File: config.mk
export PLATFORM = sky130hd
export DESIGN_NAME = clipped_rect_fill_engine
export DESIGN_NICKNAME = d
export VERILOG_FILES = /design/src/hdl/cref_pkg.sv /design/src/hdl/cref_apb_regs.sv /design/src/hdl/cref_clip_pack.sv /design/src/hdl/clipped_rect_fill_engine.sv
export SDC_FILE = /design/constraint.sdc
export NUM_CORES = 1
export LEC_CHECK = 0
export BUFFER_PORTS_ARGS = -buffer_cell sky130_fd_sc_hd__buf_2
export CORE_MARGIN = 1
export CORE_UTILIZATION = 55
export DETAILED_ROUTE_END_ITERATION = 8
export HOLD_SLACK_MARGIN = 0.02
export MAX_ROUTING_LAYER = met4
export PLACE_DENSITY_LB_ADDON = 0.1
export SYNTH_ARGS = -nofsm -noshare
export SYNTH_HDL_FRONTEND = slang
export SYNTH_SLANG_ARGS = --single-unit
File: constraint.sdc
create_clock -name aclk -period 11.1 [get_ports aclk]
set_input_delay 1.11 -clock aclk [delete_from_list [all_inputs] [get_ports aclk]]
set_output_delay 1.11 -clock aclk [all_outputs]
set_load 0.005 [all_outputs]
File: src/hdl/cref_pkg.sv
// Shared types and constants for the clipped rectangle fill engine.
// Depends on nothing; every other file imports it.
package cref_pkg;

    localparam int CRD_W      = 18;   // signed coordinate math width
    localparam int OFFS_W     = 28;
    localparam int BPP_SHIFT  = 2;    // four bytes per pixel
    localparam int APB_ADDR_W = 4;

    localparam logic REQ_START = 1'b0;
    localparam logic REQ_STEP  = 1'b1;

    localparam logic [1:0] ST_OK      = 2'd0;
    localparam logic [1:0] ST_EMPTY   = 2'd1;
    localparam logic [1:0] ST_IDLE    = 2'd2;
    localparam logic [1:0] ST_RESTART = 2'd3;

    localparam logic [2:0] FMT_ARGB = 3'd1;
    localparam logic [2:0] FMT_XRGB = 3'd2;
    localparam logic [2:0] FMT_BGRA = 3'd3;
    localparam logic [2:0] FMT_BGRX = 3'd4;

    localparam logic [1:0] REG_SURF_W = 2'd0;
    localparam logic [1:0] REG_SURF_H = 2'd1;
    localparam logic [1:0] REG_STRIDE = 2'd2;
    localparam logic [1:0] REG_FORMAT = 2'd3;

    typedef struct packed {
        logic [12:0] surface_width;
        logic [12:0] surface_height;
        logic [15:0] row_stride_bytes;
        logic [2:0]  pixel_format;
    } cfg_t;

    typedef struct packed {
        logic               req_type;
        logic signed [15:0] rect_left;
        logic signed [15:0] rect_top;
        logic signed [15:0] rect_width;
        logic signed [15:0] rect_height;
        logic [31:0]        fill_colour;
    } in_word_t;

    typedef struct packed {
        logic              write_valid;
        logic [OFFS_W-1:0] byte_offset;
        logic [31:0]       pixel_data;
        logic              last;
        logic [1:0]        status;
    } out_word_t;

endpackage

File: src/hdl/cref_apb_regs.sv
// APB configuration registers: surface size, row stride, pixel format.
// Depends on cref_pkg.
module cref_apb_regs import cref_pkg::*; (
    input  logic                  aclk,
    input  logic                  aresetn,
    input  logic                  psel,
    input  logic                  penable,
    input  logic                  pwrite,
    input  logic [APB_ADDR_W-1:0] paddr,
    input  logic [31:0]           pwdata,
    output logic [31:0]           prdata,
    output logic                  pready,
    output cfg_t                  cfg
);

    cfg_t       cfg_reg;
    logic [1:0] reg_idx;
    logic       wr_en;

    assign pready  = 1'b1;
    assign reg_idx = paddr[3:2];
    assign wr_en   = psel && penable && pwrite;
    assign cfg     = cfg_reg;

    always_ff @(posedge aclk) begin
        if (!aresetn) begin
            cfg_reg <= '0;
        end else if (wr_en) begin
            case (reg_idx)
                REG_SURF_W: cfg_reg.surface_width    <= pwdata[12:0];
                REG_SURF_H: cfg_reg.surface_height   <= pwdata[12:0];
                REG_STRIDE: cfg_reg.row_stride_bytes <= pwdata[15:0];
                REG_FORMAT: cfg_reg.pixel_format     <= pwdata[2:0];
                default: begin
                end
            endcase
        end
    end

    always_comb begin
        case (reg_idx)
            REG_SURF_W: prdata = {19'd0, cfg_reg.surface_width};
            REG_SURF_H: prdata = {19'd0, cfg_reg.surface_height};
            REG_STRIDE: prdata = {16'd0, cfg_reg.row_stride_bytes};
            REG_FORMAT: prdata = {29'd0, cfg_reg.pixel_format};
            default:    prdata = '0;
        endcase
    end

endmodule

File: src/hdl/cref_clip_pack.sv
// Start-word setup: clips the rectangle to the surface, packs the colour,
// and forms the first row's byte offset. Depends on cref_pkg.
module cref_clip_pack import cref_pkg::*; #(
    parameter int MAX_SURFACE_DIM = 4096
) (
    input  in_word_t                                 req,
    input  cfg_t                                     cfg,
    output logic                                     empty,
    output logic [$clog2(MAX_SURFACE_DIM+1)-1:0]     x0,
    output logic [$clog2(MAX_SURFACE_DIM+1)-1:0]     y0,
    output logic [$clog2(MAX_SURFACE_DIM+1)-1:0]     x1,
    output logic [$clog2(MAX_SURFACE_DIM+1)-1:0]     y1,
    output logic [OFFS_W-1:0]                        row_base,
    output logic [31:0]                              colour
);

    localparam int CW = $clog2(MAX_SURFACE_DIM + 1);
    localparam logic [CRD_W-1:0] MAX_DIM = CRD_W'(MAX_SURFACE_DIM);

    logic signed [CRD_W-1:0] left, top, x1_raw, y1_raw;
    logic signed [CRD_W-1:0] x0_s, y0_s, x1_s, y1_s, sw_s, sh_s;
    logic [CRD_W-1:0]        sw_u, sh_u;
    logic [CW+15:0]          prod;
    logic [7:0]              a, r, g, b;

    always_comb begin
        left   = CRD_W'(req.rect_left);
        top    = CRD_W'(req.rect_top);
        x1_raw = left + CRD_W'(req.rect_width);
        y1_raw = top + CRD_W'(req.rect_height);
        x0_s   = left[CRD_W-1] ? '0 : left;
        y0_s   = top[CRD_W-1] ? '0 : top;
        sw_u   = CRD_W'(cfg.surface_width);
        sh_u   = CRD_W'(cfg.surface_height);
        sw_s   = signed'((sw_u > MAX_DIM) ? MAX_DIM : sw_u);
        sh_s   = signed'((sh_u > MAX_DIM) ? MAX_DIM : sh_u);
        x1_s   = (x1_raw > sw_s) ? sw_s : x1_raw;
        y1_s   = (y1_raw > sh_s) ? sh_s : y1_raw;
        empty  = (x0_s >= x1_s) || (y0_s >= y1_s);
    end

    assign x0 = x0_s[CW-1:0];
    assign y0 = y0_s[CW-1:0];
    assign x1 = x1_s[CW-1:0];
    assign y1 = y1_s[CW-1:0];

    assign prod     = y0 * cfg.row_stride_bytes;
    assign row_base = OFFS_W'(prod);

    assign a = req.fill_colour[31:24];
    assign r = req.fill_colour[23:16];
    assign g = req.fill_colour[15:8];
    assign b = req.fill_colour[7:0];

    always_comb begin
        case (cfg.pixel_format)
            FMT_ARGB: colour = {a, r, g, b};
            FMT_XRGB: colour = {8'hff, r, g, b};
            FMT_BGRA: colour = {b, g, r, a};
            FMT_BGRX: colour = {b, g, r, 8'hff};
            default:  colour = req.fill_colour;
        endcase
    end

endmodule

File: src/hdl/clipped_rect_fill_engine.sv
// Top level of the clipped rectangle fill engine: span walker and output register.
// Depends on cref_pkg, cref_apb_regs, cref_clip_pack.
//
//  channel | handshake             | word
//  s_      | s_valid / s_ready     | in_word_t  (start or step request)
//  m_      | m_valid / m_ready     | out_word_t (one result per request)
//  apb     | psel/penable/pready   | 32-bit config register write/read
//
// One result per accepted word; a word is taken every cycle while s_ready is high.
// The clip/pack path (one 16-bit-by-coordinate multiply) settles between the
// input pins and the output register; the step adders run from the job registers.
// s_ready is low only while a result is held and m_ready is low.
// Synchronous active-low reset clears the job's active flag and the output valid flag.
module clipped_rect_fill_engine import cref_pkg::*; #(
    parameter int MAX_SURFACE_DIM = 4096
) (
    input  logic                  aclk,
    input  logic                  aresetn,
    input  logic                  s_valid,
    output logic                  s_ready,
    input  in_word_t              s_data,
    output logic                  m_valid,
    input  logic                  m_ready,
    output out_word_t             m_data,
    input  logic                  psel,
    input  logic                  penable,
    input  logic                  pwrite,
    input  logic [APB_ADDR_W-1:0] paddr,
    input  logic [31:0]           pwdata,
    output logic [31:0]           prdata,
    output logic                  pready
);

    localparam int CW = $clog2(MAX_SURFACE_DIM + 1);

    cfg_t              cfg;
    logic              clip_empty;
    logic [CW-1:0]     clip_x0, clip_y0, clip_x1, clip_y1;
    logic [OFFS_W-1:0] clip_base;
    logic [31:0]       clip_colour;

    logic              active_reg, active_next;
    logic [CW-1:0]     x_reg, x_next;
    logic [CW-1:0]     y_reg, y_next;
    logic [CW-1:0]     start_x_reg, start_x_next;
    logic [CW-1:0]     end_x_reg, end_x_next;
    logic [CW-1:0]     end_y_reg, end_y_next;
    logic [OFFS_W-1:0] base_reg, base_next;
    logic [31:0]       colour_reg, colour_next;
    logic              m_valid_reg;
    out_word_t         m_data_reg, m_data_next;

    logic              accept;
    logic [CW:0]       x_inc, y_inc;

    cref_apb_regs u_regs (
        .aclk    (aclk),
        .aresetn (aresetn),
        .psel    (psel),
        .penable (penable),
        .pwrite  (pwrite),
        .paddr   (paddr),
        .pwdata  (pwdata),
        .prdata  (prdata),
        .pready  (pready),
        .cfg     (cfg)
    );

    cref_clip_pack #(
        .MAX_SURFACE_DIM (MAX_SURFACE_DIM)
    ) u_clip (
        .req      (s_data),
        .cfg      (cfg),
        .empty    (clip_empty),
        .x0       (clip_x0),
        .y0       (clip_y0),
        .x1       (clip_x1),
        .y1       (clip_y1),
        .row_base (clip_base),
        .colour   (clip_colour)
    );

    assign s_ready = !m_valid_reg || m_ready;
    assign accept  = s_valid && s_ready;
    assign m_valid = m_valid_reg;
    assign m_data  = m_data_reg;

    assign x_inc = {1'b0, x_reg} + 1'b1;
    assign y_inc = {1'b0, y_reg} + 1'b1;

    always_comb begin
        active_next  = active_reg;
        x_next       = x_reg;
        y_next       = y_reg;
        start_x_next = start_x_reg;
        end_x_next   = end_x_reg;
        end_y_next   = end_y_reg;
        base_next    = base_reg;
        colour_next  = colour_reg;
        m_data_next  = '0;

        if (s_data.req_type == REQ_START) begin
            if (clip_empty) begin
                active_next        = 1'b0;
                m_data_next.status = ST_EMPTY;
            end else begin
                active_next        = 1'b1;
                x_next             = clip_x0;
                y_next             = clip_y0;
                start_x_next       = clip_x0;
                end_x_next         = clip_x1;
                end_y_next         = clip_y1;
                base_next          = clip_base;
                colour_next        = clip_colour;
                m_data_next.status = active_reg ? ST_RESTART : ST_OK;
            end
        end else if (!active_reg) begin
            m_data_next.status = ST_IDLE;
        end else begin
            m_data_next.write_valid = 1'b1;
            m_data_next.byte_offset = base_reg + (OFFS_W'(x_reg) << BPP_SHIFT);
            m_data_next.pixel_data  = colour_reg;
            m_data_next.status      = ST_OK;
            x_next                  = x_inc[CW-1:0];
            if (x_inc >= {1'b0, end_x_reg}) begin
                x_next    = start_x_reg;
                y_next    = y_inc[CW-1:0];
                base_next = base_reg + OFFS_W'(cfg.row_stride_bytes);
                if (y_inc >= {1'b0, end_y_reg}) begin
                    m_data_next.last = 1'b1;
                    active_next      = 1'b0;
                end
            end
        end
    end

    always_ff @(posedge aclk) begin
        if (!aresetn) begin
            active_reg  <= 1'b0;
            m_valid_reg <= 1'b0;
        end else if (accept) begin
            active_reg  <= active_next;
            m_valid_reg <= 1'b1;
        end else if (m_ready) begin
            m_valid_reg <= 1'b0;
        end
    end

    always_ff @(posedge aclk) begin
        if (accept) begin
            x_reg       <= x_next;
            y_reg       <= y_next;
            start_x_reg <= start_x_next;
            end_x_reg   <= end_x_next;
            end_y_reg   <= end_y_next;
            base_reg    <= base_next;
            colour_reg  <= colour_next;
            m_data_reg  <= m_data_next;
        end
    end

endmodule
==> results of run 1 <==
[critical path, cell delays in order]
cell,delay [ns]
buf_2,0.10
ha_1,0.23
fa_1,0.43
a211o_1,0.37
a2111oi_2,0.38
o21bai_2,0.15
a41oi_2,0.32
xnor2_1,0.18
ha_1,0.33
nand3_1,0.09
or4_1,0.59
o31ai_4,0.78
buf_4,0.36
mux2i_1,0.25
ha_1,0.28
nand2_1,0.09
nor2_1,0.06
a221o_1,0.29
a311oi_1,0.44
nand2_1,0.11
a31oi_1,0.26
o22ai_1,0.41
o31ai_2,1.12
[cell usage after synthesis, drive strengths merged (27+ instances only)]
cell / count / area, µm²
o21ai: 87 / 435.4
fa: 157 / 3143
buf: 27 / 191.4
a21oi: 98 / 490.5
and3: 54 / 337.8
ha: 218 / 2728
edfxtp: 189 / 5675
inv: 239 / 897.1
nand2b: 29 / 181.4
dfxtp: 47 / 940.9
xnor2: 62 / 543.0
nor2b: 69 / 431.7
nor2: 71 / 266.5
nand2: 304 / 1141
xor2: 35 / 306.5
mux2: 79 / 915.9
a21o: 46 / 345.3
and2: 80 / 500.5
mux2i: 50 / 500.5
nand3: 34 / 170.2
clkbuf: 90 / 337.8
a21boi: 46 / 345.3
[per-stage QoR]
step / instances / area [µm²] / utilization, % / total power [W] / setup WS, ns
detailed placement: 2989 / 23990 / 59.83 / 0.001615 / 2.029
finish: 3039 / 25010 / 62.37 / 0.002629 / 2.515
CTS: 3039 / 25010 / 62.37 / 0.002640 / 2.590
global route: 3039 / 25010 / 62.37 / 0.002742 / 2.107
floorplan: 2350 / 22610 / - / 0.001453 / 1.473
global placement: 2989 / 23990 / 59.83 / 0.001595 / 2.237
[cell families (layout without fill, tap and decap cells)]
logic type	count (synthesis)	count (layout)	synth area share (%)
compound gates	422	422	12.39
fa+ha+maj	375	375	26.04
flops	236	236	29.35
simple gates	715	715	15.51
mux	132	132	6.582
other cells	2	17	0.03331
xor+xnor	97	97	3.768
buf+inv	356	520	6.327
[area by class of cell]
class	instances	area, µm²
repair buffers	231	1229
well taps	525	656.9
clock buffers	28	679.4
clock inverters	22	339.1
inverters	239	897.1
flip-flops and latches	236	6616
fillers	3356	15090
multi-input cells	1758	14590
[final timing paths]
path,start,end,slack [ns],cells past startpoint
setup reg to reg,u_regs.cfg[44],x_reg[1],4.05,24
hold reg to reg,u_regs.cfg[12],u_regs.cfg[12],0.47,2
hold / removal,u_regs.cfg[12],u_regs.cfg[12],0.47,2
setup / recovery,s_data[48],x_reg[1],2.52,23
[routing by layer]
layer / wire, µm / global-route usage (%) / vias up
li1: - / - / 8332
met1: 25560 / 37.74 / 8414
met2: 25850 / 45.82 / 552
met3: 3274 / 2.886 / 99
met4: 1635 / 8.182 / 0
met5: 0 / - / -
[where the power goes]
group          leakage [nW]  internal, W  switching, W
Sequential             2.16      0.00101     0.0000271
Clock                 0.488     0.000637      0.000387
Combinational          8.90     0.000243      0.000326
==> results by group, run 1 <==
Cells and area
  – Most frequent cells in the layout: nand2_1 (304), inv_1 (238), ha_1 (218)
  – Proportion of layout cells with a drive suffix above 1: 14.92%
  – P&R area growth vs syn: 10.94%
  – N_diodes: 0
  – Number of flip-flops in the largest register: 64
  – Leading cell type in the layout, fill and taps excluded: nand2_1
  – Layout Nets: 3008

Synthesis
  – Gate Count Post-Synth: 2335
  – Post-Syn Area: 22540 µm²
  – Register area share after synthesis: 29.35%
  – Synth Flop Type: edfxtp_1
  – Mean Syn Cell Area: 9.655 µm²
  – Syn. warnings: 0
  – Synth async-reset ratio: 0%
  – Synthesized flop and latch total: 236
  – Number of distinct library cells after synthesis: 71
  – Number of flops mapped to enable cells by yosys: 189

Outcome
  – Status: complete, no violations

Pwr
  – IR drop worst, VDD: 0.08704 mV
  – P per Cell Area: 105.1 nW/µm²
  – Pleak: 11.54 nW

Timing
  – Hold WS: 0.4743 ns
  – Total negative slack: 0 ns
  – Fin crit period: 8.585 ns
  – Pins Over Slew Limit: 0
  – Unrepaired setup endpoints after global routing: false
  – Least-Margin Pin Slew: 1.258 ns
  – Max-slew headroom: 15.62%
  – Final setup fails: 0
  – Clock Skew: 0.02140 ns
  – Max Clock Freq: 0.1165 GHz
  – Hold Fails Final Rpt: 0
  – Period utilization: 77.34%

Clock network
  – Post CTS Setup Buffer Count: 0
  – Max Root-Sink Buffers: 3
  – CTS tree: built
  – Sink Count: 236
  – Clock transition at path regs: 0.07 ns
  – Htree depth: 1
  – Worst skew pair latency: 0.56 ns
  – Resized cells post-CTS: 0
  – Inserted Clock Buffers: 27
  – Root Driver: clkbuf_16
  – Hold_buf cts: 0

Place
  – Port bufs: 203
  – Final HPWL DP: 43.17 mm
  – RD Place Congestion: 0.9580

Die
  – Die width: 204.5 µm
  – DIE AREA: 41800 µm²
  – Chip height: 204.5 µm
  – Top-level I/O count: 239
  – Starting Density: 56.22%
  – Core Region: 40100 µm²
  – Number of core rows: 73

Drt
  – Post-route ant nets: 0
  – First-pass DRT Iterations: 5
  – Number of vias per cell: 5.725
  – Initial DRC count: 1254
  – Vias after detailed routing: 17400
  – Final wirelength: 56.32 mm
  – # DRC: 0
  – WL/cell: 18.53 µm

Global route
  – Gr usage total: 28.32%
  – Global-route wire length before repair: 90.78 mm
  – Largest net degree at the start of global routing: 92
  – Initial antenna violation count: 1
  – Vias in the first global route: 17430
  – GR Overflow Total: 0

Worst setup path
  – Crit Path Class: in -> reg
  – Crit start category: input pin
  – CP arrival: 8.74 ns
  – Worst Path Max Fanout: 15
  – Worst EP required: 11.25 ns
  – Critical Path Sink Type: register

Worst hold path
  – HP Class: reg -> reg

Flow run
  – Max-cap violations: 0
No activity file was read; power rests on OpenSTA's default activity.
==> inputs of run 2 (changes only) <==
==> constraint.sdc (replaced) <==
create_clock -name aclk -period 7.5 [get_ports aclk]
set_input_delay 0.75 -clock aclk [delete_from_list [all_inputs] [get_ports aclk]]
set_output_delay 0.75 -clock aclk [all_outputs]
set_load 0.005 [all_outputs]
==> results by group, run 2 (synthesized netlist as in run 1, its figures left out) <==
Outcome
  – Status: complete, no violations

Clock network
  – Root Driver: clkbuf_16
  – Htree depth: 1 (unchanged)
  – Post CTS Setup Buffer Count: 0 (unchanged)
  – Hold_buf cts: 0 (unchanged)
  – Max Root-Sink Buffers: 3 (unchanged)
  – Clock transition at path regs: 0.06 ns (about the same)
  – Worst skew pair latency: 0.56 ns (about the same)
  – CTS tree: built
  – Resized cells post-CTS: 0 (unchanged)
  – Sink Count: 236 (unchanged)
  – Inserted Clock Buffers: 27 (unchanged)

Timing
  – Max Clock Freq: 0.1492 GHz
  – Least-Margin Pin Slew: 1.124 ns (-0.1342 ns)
  – Fin crit period: 6.704 ns
  – Unrepaired setup endpoints after global routing: false
  – Max-slew headroom: 24.97% (+9.3 points)
  – Period utilization: 89.38%
  – Pins Over Slew Limit: 0 (unchanged)
  – Final setup fails: 0 (unchanged)
  – Hold Fails Final Rpt: 0 (unchanged)
  – Total negative slack: 0 ns (unchanged)
  – Clock Skew: 0.008229 ns (-0.01317 ns)

Worst setup path
  – Critical Path Sink Type: register
  – Crit start category: input pin
  – Crit path buf inv count: 3 (+1)
  – Worst Path Max Fanout: 51 (+36)
  – Worst EP required: 7.73 ns (-3.52 ns)
  – CP Cell Sequence: buf_2 > ha_4 > fa_2 > a211o_1 > a2111oi_4 > o21bai_2 > a41oi_2 > xnor2_1 > ha_1 > nand3_1 > or4_4 > o31ai_4 > buf_4 > mux2i_1 > ha_1 > nand2_1 > nor2_1 > a221o_1 > a311oi_1 > nand2_1 > a31oi_1 > o22ai_2 > nor3_4 > buf_12
  – CP max stage cell: o31ai_4
  – Crit Path Class: in -> reg
  – Slowest cell delay on critical path: 0.48 ns (-0.64 ns)
  – Crit-path leading delay family: compound AO/OA/AOI/OAI gates
  – CP arrival: 6.93 ns (-1.81 ns)

Place
  – RD Place Congestion: 0.9264 (-3.3%)
  – Cell count after placement: 3002 (+0.43%)
  – Final HPWL DP: 44.45 mm (+3.0%)
  – Port bufs: 203 (unchanged)

Drt
  – First-pass DRT Iterations: 5 (unchanged)
  – Vias after detailed routing: 17500 (+0.60%)
  – Post-route ant nets: 0 (unchanged)
  – Initial DRC count: 1243 (-0.88%)
  – # DRC: 0 (unchanged)
  – Final wirelength: 56.72 mm (+0.70%)
  – Number of vias per cell: 5.731 (+0.10%)
  – WL/cell: 18.57 µm (+0.21%)

Cells and area
  – Layout Cells excl Fill: 3054 (+0.49%)
  – Layout Nets: 3021 (+0.43%)
  – Most frequent cells in the layout: nand2_1 (304), inv_1 (238), ha_1 (215)
  – Proportion of layout cells with a drive suffix above 1: 15.63% (+0.71 points)
  – Fillers: 3398 (+1.3%)
  – P&R area growth vs syn: 11.39%
  – Leading cell type in the layout, fill and taps excluded: nand2_1
  – Number of flip-flops in the largest register: 64 (unchanged)

Die
  – Top-level I/O count: 239 (unchanged)
  – Number of core rows: 73 (unchanged)
  – Die width: 204.5 µm (unchanged)
  – Chip height: 204.5 µm (unchanged)
  – DIE AREA: 41800 µm² (unchanged)
  – Core Region: 40100 µm² (unchanged)
  – Starting Density: 56.22% (unchanged)

Global route
  – Gr usage total: 28.44% (+0.11 points)
  – Global-route wire length before repair: 91.24 mm (+0.51%)
  – Initial antenna violation count: 2 (+1)
  – Largest net degree at the start of global routing: 79 (-14%)
  – GR Overflow Total: 0 (unchanged)
  – Vias in the first global route: 17190 (-1.4%)

Pwr
  – Internal Pwr Total: 0.002638 W (+40%)
  – P_sw: 0.001095 W (+48%)
  – P per Cell Area: 148.7 nW/µm² (+41%)
  – Clk pwr share: 35.8% (-3.2 points)
  – Pleak: 11.56 nW (+0.16%)
  – Net Sw Frac: 29.34% (+1.2 points)
  – Sequential power share: 41.0% (+1.6 points)
  – IR drop worst, VDD: 0.1152 mV (+32%)
  – Combinational group share of total power: 23.2% (+1.6 points)

Worst hold path
  – HP Class: in -> reg

Flow run
  – Max-cap violations: 0 (unchanged)
## run 2: final timing paths
check                      start             end  slack (ns)  cells after the start
setup / recovery      s_data[80]  start_x_reg[0]        0.80                     24
hold / removal        pwdata[13]  u_regs.cfg[16]        0.44                      3
setup reg to reg  u_regs.cfg[10]    base_reg[27]        1.01                     18
hold reg to reg   u_regs.cfg[34]  u_regs.cfg[34]        0.48                      2
## run 2: cell type report
cell class	count	area (µm²)	area share, %
multi-input cells	1758	14690	58.49
flip-flops and latches	236	6616	26.35
repair buffers	244	1351	5.381
inverters	239	897.1	3.572
clock buffers	30	686.9	2.735
well taps	525	656.9	2.616
clock inverters	20	210.2	0.8371
diodes	2	5.005	0.01993
## run 2: stage by stage
stage	worst slack [ns]	total power, W	util, %	hold slack [ns]	cell area [µm²]
after floorplan	0.0002949	0.002163	-	0.4489	22730
after global placement	0.3148	0.002385	60.38	0.4691	24210
after detailed placement	0.2714	0.002413	60.38	0.4699	24210
after CTS	0.8584	0.003742	62.61	0.4236	25110
after global routing	0.4576	0.003897	62.63	0.4611	25110
final	0.7962	0.003733	62.63	0.4408	25110
## run 2: power groups by stage
stage               Clock, W  Sequential, W  Combinational [W]
floorplan                  0        0.00155           0.000617
global placement           0        0.00156           0.000827
detailed placement         0        0.00156           0.000853
CTS                  0.00135        0.00153           0.000860
global route         0.00140        0.00154           0.000956
finish               0.00134        0.00153           0.000865
## run 2: layer usage
layer | up-vias | track usage [%] | wire length (µm)
met5 | - | - | 0
met4 | 0 | 7.996 | 1536
met3 | 85 | 2.168 | 3266
met2 | 598 | 44.54 | 25850
met1 | 8458 | 39.70 | 26060
li1 | 8360 | - | -
## run 2: worst min-delay path: stages
cell      delay, ns
buf_2          0.09
nand2_1        0.04
a21boi_0       0.06
==> inputs of run 3 (changes only) <==
--- a/config.mk
+++ b/config.mk
@@ -5,8 +5,8 @@
 export SDC_FILE = /design/constraint.sdc
 export NUM_CORES = 1
 export LEC_CHECK = 0
+export ABC_AREA = 1
 export BUFFER_PORTS_ARGS = -buffer_cell sky130_fd_sc_hd__buf_2
-export CORE_MARGIN = 1
 export CORE_UTILIZATION = 55
 export DETAILED_ROUTE_END_ITERATION = 8
 export HOLD_SLACK_MARGIN = 0.02
==> results by group, run 3 <==
Timing
  – Period utilization: 88.91% (-0.47 points)
  – Unrepaired setup endpoints after global routing: false
  – Fin crit period: 6.668 ns (-0.03539 ns)
  – Total negative slack: 0 ns (unchanged)
  – Hold Fails Final Rpt: 0 (unchanged)
  – Max-slew headroom: 33.98% (+9.0 points)
  – Clock Skew: 0.02169 ns (+0.01346 ns)
  – Final setup fails: 0 (unchanged)
  – Pins Over Slew Limit: 0 (unchanged)
  – Least-Margin Pin Slew: 0.9892 ns (-0.1347 ns)
  – Max Clock Freq: 0.1500 GHz (+0.53%)

Global route
  – Global-route wire length before repair: 97.84 mm (+7.2%)
  – Vias in the first global route: 18840 (+9.6%)
  – Initial antenna violation count: 1 (-1)
  – Largest net degree at the start of global routing: 66 (-16%)
  – GR Overflow Total: 0 (unchanged)
  – Gr usage total: 31.18% (+2.7 points)

Synthesis
  – Synthesized flop and latch total: 236 (unchanged)
  – Most numerous cell in the Yosys netlist: nand2_1
  – Synth area leader: edfxtp_1
  – Mean Syn Cell Area: 7.986 µm² (-17%)
  – Post-Syn Area: 22210 µm² (-1.5%)
  – Synth area leaders: edfxtp_1 (26%), fa_1 (14%), ha_1 (12%)
  – Post-synth top cells: nand2_1 (598), inv_1 (469), nor2_1 (311)
  – Top cell type's share of synthesized area: 25.55% (+0.38 points)
  – Synth Flop Type: edfxtp_1
  – Gate Count Post-Synth: 2781 (+19%)
  – Synth async-reset ratio: 0% (unchanged)
  – Number of flops mapped to enable cells by yosys: 189 (unchanged)
  – Register area share after synthesis: 29.79% (+0.44 points)
  – Syn. warnings: 0 (unchanged)
  – Number of distinct library cells after synthesis: 58 (-18%)

Pwr
  – Sequential power share: 41.2% (+0.2 points)
  – P per Cell Area: 148.9 nW/µm² (+0.18%)
  – Total power: 0.003662 W (-1.9%)
  – Internal Pwr Total: 0.002508 W (-4.9%)
  – Pleak: 12.28 nW (+6.2%)
  – IR drop worst, VDD: 0.1669 mV (+45%)
  – P_sw: 0.001153 W (+5.3%)
  – Clk pwr share: 35.3% (-0.5 points)
  – Net Sw Frac: 31.50% (+2.2 points)
  – Combinational group share of total power: 23.5% (+0.3 points)

Clock network
  – Worst skew pair latency: 0.57 ns (about the same)
  – Sink Count: 236 (unchanged)
  – Resized cells post-CTS: 0 (unchanged)
  – Hold_buf cts: 0 (unchanged)
  – Inserted Clock Buffers: 27 (unchanged)
  – Htree depth: 1 (unchanged)
  – CTS tree: built
  – Root Driver: clkbuf_16
  – Max Root-Sink Buffers: 3 (unchanged)
  – Clock transition at path regs: 0.06 ns (about the same)
  – Post CTS Setup Buffer Count: 0 (unchanged)

Die
  – Core Region: 39820 µm² (-0.68%)
  – Top-level I/O count: 239 (unchanged)
  – Starting Density: 55.77% (-0.46 points)
  – Number of core rows: 73 (unchanged)
  – Die width: 202.9 µm (-0.74%)
  – Chip height: 202.9 µm (-0.74%)
  – DIE AREA: 41190 µm² (-1.5%)

Drt
  – Vias after detailed routing: 19100 (+9.1%)
  – # DRC: 0 (unchanged)
  – Post-route ant nets: 0 (unchanged)
  – First-pass DRT Iterations: 5 (unchanged)
  – WL/cell: 17.51 µm (-5.7%)
  – Initial DRC count: 1378 (+11%)
  – Number of vias per cell: 5.445 (-5.0%)
  – Final wirelength: 61.44 mm (+8.3%)

Outcome
  – Status: complete, no violations

Cells and area
  – Proportion of layout cells with a drive suffix above 1: 11.33% (-4.3 points)
  – Most frequent cells in the layout: nand2_1 (598), inv_1 (468), nor2_1 (310)
  – Layout Nets: 3477 (+15%)
  – P&R area growth vs syn: 10.71%
  – Fillers: 3665 (+7.9%)
  – Layout Utilization: 61.74% (-0.89 points)
  – Number of flip-flops in the largest register: 64 (unchanged)
  – Post-route cell area: 24590 µm² (-2.1%)
  – N_diodes: 0 (-2)
  – Leading cell type in the layout, fill and taps excluded: nand2_1

Worst setup path
  – Crit start category: input pin
  – CP arrival: 6.98 ns (+0.05 ns)
  – Critical Path Sink Type: register
  – Crit Path Class: in -> reg
  – Worst Path Max Fanout: 15 (-71%)
  – Worst EP required: 7.81 ns (+0.08 ns)

Place
  – Port bufs: 203 (unchanged)
  – Final HPWL DP: 49.36 mm (+11%)
  – RD Place Congestion: 0.9380 (+1.3%)
  – Post-DP Area: 23740 µm² (-2.0%)

Flow run
  – Max-cap violations: 0 (unchanged)

Worst hold path
  – HP Class: in -> reg
-- run 3: changes by cell type after synthesis, moves of 50 or more --
cell / before / now
o21ai_0: 86 / 173
a21oi_1: 98 / 160
inv_1: 239 / 469
mux2_2: 71 / 2
mux2i_1: 50 / 0
nand2_1: 304 / 598
nor2b_1: 69 / 0
and2_1: 80 / 1
nor2_1: 71 / 311
-- run 3: cells by family (layout without fill, tap and decap cells) --
family	after synthesis	count (layout)	synth area share (%)
XOR/XNOR	64	64	2.524
AO/OA/AOI/OAI	445	445	11.02
flip-flops	236	236	29.79
buffers and inverters	577	764	10.08
adder cells (fa/ha/maj)	375	375	26.43
multiplexers	2	2	0.1014
other	2	17	0.03382
AND/OR/NAND/NOR	1080	1080	20.02
-- run 3: area by class of cell --
type,count,area [µm²],share of cell area [%]
Timing Repair Buffer,229,1224,4.977
Clock inverter,12,110.1,0.4478
Tap cell,525,656.9,2.672
Sequential cell,236,6616,26.91
Multi-Input combinational cell,1983,13420,54.58
Inverter,485,1821,7.404
Clock buffer,38,740.7,3.013
-- run 3: power groups by stage --
| stage | clock network, W | logic (W) | registers (W) |
|---|---|---|---|
| detailed placement | 0 | 0.000851 | 0.00154 |
| finish | 0.00129 | 0.000862 | 0.00151 |
| CTS | 0.00131 | 0.000856 | 0.00151 |
| global route | 0.00135 | 0.000982 | 0.00151 |
| global placement | 0 | 0.000828 | 0.00153 |
| floorplan | 0 | 0.000596 | 0.00152 |
-- run 3: path summary, 6_finish.rpt --
check / startpoint / to / slack [ns] / depth (start not counted)
hold reg to reg: m_valid / m_valid / 0.52 / 2
setup / recovery: s_data[79] / base_reg[27] / 0.83 / 23
setup reg to reg: u_regs.cfg[40] / end_x_reg[10] / 1.25 / 30
hold / removal: pwdata[10] / u_regs.cfg[42] / 0.46 / 3
-- run 3: layer usage --
| layer | part of all wire, % | global-route usage (%) | vias up |
|---|---|---|---|
| li1 | - | - | 9272 |
| met1 | 44 | 41.59 | 8990 |
| met2 | 45 | 49.54 | 706 |
| met3 | 6.8 | 3.002 | 134 |
| met4 | 4.1 | 11.31 | 0 |
| met5 | 0 | - | - |
-- run 3: critical path, cell delays in order --
cell	delay [ns]
buf_2	0.12
inv_1	0.40
nand2_1	0.24
inv_1	0.53
buf_4	0.22
nand2_1	0.06
fa_1	0.50
inv_1	0.05
fa_1	0.42
fa_1	0.57
fa_1	0.44
fa_1	0.49
ha_1	0.40
nand2_1	0.09
o21ai_0	0.40
nand2_1	0.09
o211ai_1	0.13
nand2_1	0.07
nand3_1	0.23
nand4_1	0.18
a31o_2	0.24
nand3_1	0.21
o21ai_0	0.13
-- run 3: through the flow --
stage	hold slack, ns	cells	setup WS (ns)
finish	0.4566	3508	0.8316
global route	0.4616	3508	0.5206
CTS	0.4489	3508	0.9621
detailed placement	0.5144	3458	0.3672
global placement	0.4865	3458	0.4910
floorplan	0.4703	2796	0.4950
